## src/rtl/nfa_pkg.sv

```systemverilog
// ----------------------------------------------------------------------------
// nfa_pkg
// Shared types and constants for the NOR flash array model: field widths,
// default geometry, request codes and fixed data patterns.
// ----------------------------------------------------------------------------
package nfa_pkg;

    // Field widths of one request word and one result word
    localparam int OP_W     = 3;
    localparam int SECTOR_W = 8;
    localparam int OFFSET_W = 16;
    localparam int COUNT_W  = 8;
    localparam int WORD_W   = 32;
    localparam int ANSWER_W = 16;

    // Default array geometry
    localparam int NUM_SECTORS_DEF  = 16;
    localparam int SECTOR_BYTES_DEF = 256;

    // Fixed patterns
    localparam logic [WORD_W-1:0]   ERASED_WORD = 32'hFFFF_FFFF;
    localparam logic [7:0]          BYTE_MASK   = 8'hFF;
    localparam logic [ANSWER_W-1:0] ANSWER_MAX  = 16'hFFFF;

    // Request codes
    typedef enum logic [OP_W-1:0] {
        OP_READ      = 3'd0,
        OP_PROG_BYTE = 3'd1,
        OP_PROG_WORD = 3'd2,
        OP_ERASE     = 3'd3,
        OP_SIZE      = 3'd4,
        OP_FIND      = 3'd5
    } t_op;

endpackage

```

## src/rtl/nfa_div.sv

```systemverilog
// ----------------------------------------------------------------------------
// nfa_div
// Division of a byte offset by a fixed divisor through a reciprocal multiply.
// The quotient and done are both registered on the start pulse.
// ----------------------------------------------------------------------------
module nfa_div #(
    parameter int DIVISOR = nfa_pkg::SECTOR_BYTES_DEF
) (
    input  logic                         i_clk,
    input  logic                         i_rst_n,
    input  logic                         i_start,
    input  logic [nfa_pkg::OFFSET_W-1:0] i_dividend,
    output logic                         o_done,
    output logic [nfa_pkg::OFFSET_W-1:0] o_quotient
);
    import nfa_pkg::*;

    // q = (n * RECIP) >> SHIFT is exact for every OFFSET_W-bit n when
    // SHIFT = OFFSET_W + clog2(DIVISOR) and RECIP = ceil(2^SHIFT / DIVISOR)
    localparam int     SHIFT      = OFFSET_W + $clog2(DIVISOR);
    localparam int     RW         = OFFSET_W + 1;
    localparam int     PW         = OFFSET_W + RW;
    localparam longint RECIP_FULL = ((longint'(1) << SHIFT) + longint'(DIVISOR) - 1)
                                    / longint'(DIVISOR);
    localparam logic [RW-1:0] RECIP = RW'(RECIP_FULL);

    logic                r_done;
    logic [OFFSET_W-1:0] r_quo;
    logic [PW-1:0]       w_prod;

    assign w_prod = PW'(i_dividend) * PW'(RECIP);

    always_ff @(posedge i_clk) begin
        if (!i_rst_n) begin
            r_done <= 1'b0;
        end else begin
            r_done <= i_start;
        end
    end

    // datapath, no reset
    always_ff @(posedge i_clk) begin
        if (i_start) begin
            r_quo <= OFFSET_W'(w_prod >> SHIFT);
        end
    end

    assign o_done     = r_done;
    assign o_quotient = r_quo;

endmodule

```

## config.mk

```make
export PLATFORM = sky130hd
export DESIGN_NAME = nfa_div
export DESIGN_NICKNAME = d
export VERILOG_FILES = /design/src/rtl/nfa_pkg.sv /design/src/rtl/nfa_div.sv
export SDC_FILE = /design/constraint.sdc
export NUM_CORES = 1
export LEC_CHECK = 0
export ABC_CLOCK_PERIOD_IN_PS = 800
export BUFFER_PORTS_ARGS = -buffer_cell sky130_fd_sc_hd__clkbuf_2
export CORE_AREA = 2 2 39 41
export CTS_BUF_LIST = sky130_fd_sc_hd__clkbuf_8
export DETAILED_ROUTE_END_ITERATION = 8
export DIE_AREA = 0 0 41 43
export HOLD_SLACK_MARGIN = 0.15
export PLACE_DENSITY = 0.69
export SLEW_MARGIN = 20
export SYNTH_ARGS = -nofsm -noshare
export SYNTH_HDL_FRONTEND = slang
export SYNTH_SLANG_ARGS = --single-unit
```

## constraint.sdc

```tcl
create_clock -name i_clk -period 0.8 [get_ports i_clk]
set_input_delay 0.04 -clock i_clk [delete_from_list [all_inputs] [get_ports i_clk]]
set_output_delay 0.04 -clock i_clk [all_outputs]
set_load 0.02 [all_outputs]
```

==> impl_metrics.tcl <==
set metrics [dict create \
    outcome "complete, no violations" \
    clk_path_buf_depth 2 \
    tritoncts "yes" \
    cts_sinks 9 \
    initial_core_util_pct 23.87 \
    seqPwrFrac_pct 44.6 \
    postLayoutCoreUtil_pct 42.22 \
    firstDrtPassIters 2 \
    finalHoldViolCount 0 \
    setup_ws_ns 0.009711 \
    cp.depth 1 \
    placed_area_sq_um 411.6 \
    slowest_delay_ns 0.38 \
    root_buffer "clkbuf_8" \
    syn_area_sq_um 330.3 \
    layout-drive-gt1-share_pct 44.00 \
    ant_nets 0 \
    rsz0062_at_grt "true" \
    swShare_pct 22.65 \
    critPathKind "register to output port" \
    antenna_found_initial 0 \
    synth_top_area_share_pct 72.73 \
    start_kind "register" \
    cts_setup_buffers 0 \
    die-area_sq_um 1763 \
    cp_cell_sequence "buf_6" \
    area_growth_pct 76.89 \
    fin_area_sq_um 584.3 \
    synth_async_sr_flop_share_pct 0 \
    grt_use_total_pct 7.630 \
    ys_top_cells_by_area "edfxtp_1, buf_4, dfxtp_1" \
    drt_iter0_drc 3 \
    htree_num_levels 1 \
    die_w_microns 41 \
    cp_data_arrival_time_ns 0.75 \
    setup_tns_ns 0 \
    io_pins 36 \
    synth_edf_count 8 \
    dieHeight_microns 43 \
    grt_max_degree 10 \
    clk_pin_slew_ns 0.04 \
    synth_largest_area_cell "edfxtp_1" \
    internal_power_uw 982.7 \
    synthTopCellsByCount "buf_4, edfxtp_1, and2_1, conb_1, dfxtp_1" \
    critPathMaxFanout 1 \
    gp_congestion 0.5294 \
    avgSynthCellArea_sq_um 17.39 \
    grt_first_pass_wirelength_microns 759 \
    syn_inst 19 \
    nets 70 \
    p_clk_share_pct 39.4 \
    p_leak_uw 0.0002698 \
    combPwrFrac_pct 16.0 \
    cp_top_family "flip-flops" \
    critPathRequiredTime_ns 0.76 \
    synth_ff_type "edfxtp_1" \
    diodes 0 \
    ys_types 5 \
    place_ws_ns 0.2186 \
    holdPathStages 1 \
    worstSetupEndpointType "output port" \
    wl_microns 581 \
    core_area_sq_um 1384 \
    cts_buffers 3 \
    fp-row-count 14 \
    wl_per_cell_microns 8.803 \
    yosysSeqAreaShare_pct 78.79 \
    max_cap_viol_count 0 \
    drcViolationCount 0 \
    synth_seq_cells 9 \
    maxSlewViolCount 0 \
    grt_overflow 0 \
    crit_slowest_cell "edfxtp_1" \
    min_period_ns 0.7903 \
    io_buffers 19 \
    cp_num_buf_inv 1 \
    timing.final.crit_share_pct 98.79 \
    via_per_inst 3.424 \
    hold_class "primary input to register" \
    num_vias 226 \
    fmax_ghz 1.265 \
    p_sw_uw 287.8 \
    setup_viol 0 \
    grt_pass1_vias 209 \
    power_density_nw_per_um2 2174 \
    yosys_warnings 0 \
    ir_drop_mv 0.7481 \
    hold_ws_ns 0.1810 \
]
==> registers in the layout, indices dropped and copies added, names as in the netlist <==
signal,flops
o_done,1
o_quotient,8
==> cell families (layout without fill, tap and decap cells) <==
group	after synthesis	count (layout)	synth area share, %
other	1	8	1.135
buffers and inverters	8	32	18.18
AND/OR/NAND/NOR	1	1	1.895
flip-flops	9	9	78.79
==> power by group through the flow <==
stage                     clock [uW]  combinational (uW)  sequential [uW]
after CTS                        518                 177              562
after detailed placement           0                 142              570
after floorplan                    0                64.1              617
after global routing             543                 218              569
after global placement             0                 141              567
final                            501                 203              566
==> per-layer routing <==
metal | GRT usage [%] | vias up | part of all wire, %
met2 | 11.56 | 12 | 56
met1 | 4.698 | 101 | 30
li1 | - | 109 | -
met3 | 4.712 | 4 | 9.5
met5 | 0 | - | 0
met4 | 10.00 | 0 | 4.0
==> layout make-up <==
type	instances	area [sq um]
clock inverters	1	3.754
clock buffers	3	41.29
repair buffers	28	222.7
fillers	138	799.5
multi-input cells	9	36.28
well taps	16	20.02
flip-flops and latches	9	260.3
==> layout by cell type, fill, tap and decap left out, drive strengths merged <==
| master | n |
|---|---|
| conb | 8 |
| and2 | 1 |
| inv | 1 |
| clkbuf | 14 |
| edfxtp | 8 |
| dlygate4sd3 | 9 |
| buf | 8 |
| dfxtp | 1 |
==> path summary, 6_finish.rpt <==
| path | start | to | slack, ns |
|---|---|---|---|
| setup / recovery | o_quotient[5]$_DFFE_PP_ | o_quotient[5] | 0.01 |
| hold / removal | i_start | o_quotient[6]$_DFFE_PP_ | 0.18 |
==> repair_timing <==
| action | 4_1_cts | 5_1_grt |
|---|---|---|
| endpoints found under the hold margin | 9 | 0 |
| endpoints found under the setup margin | 3 | 8 |
| hold buffers | 9 | 0 |
| resized for setup | 0 | 20 |
==> per-stage QoR <==
step	total power [uW]	cells
detailed placement	712.1	53
CTS	1257	66
finish	1271	66
global route	1330	66
floorplan	681.3	26
global placement	708.0	53
Power figures use the tool's default switching activity.
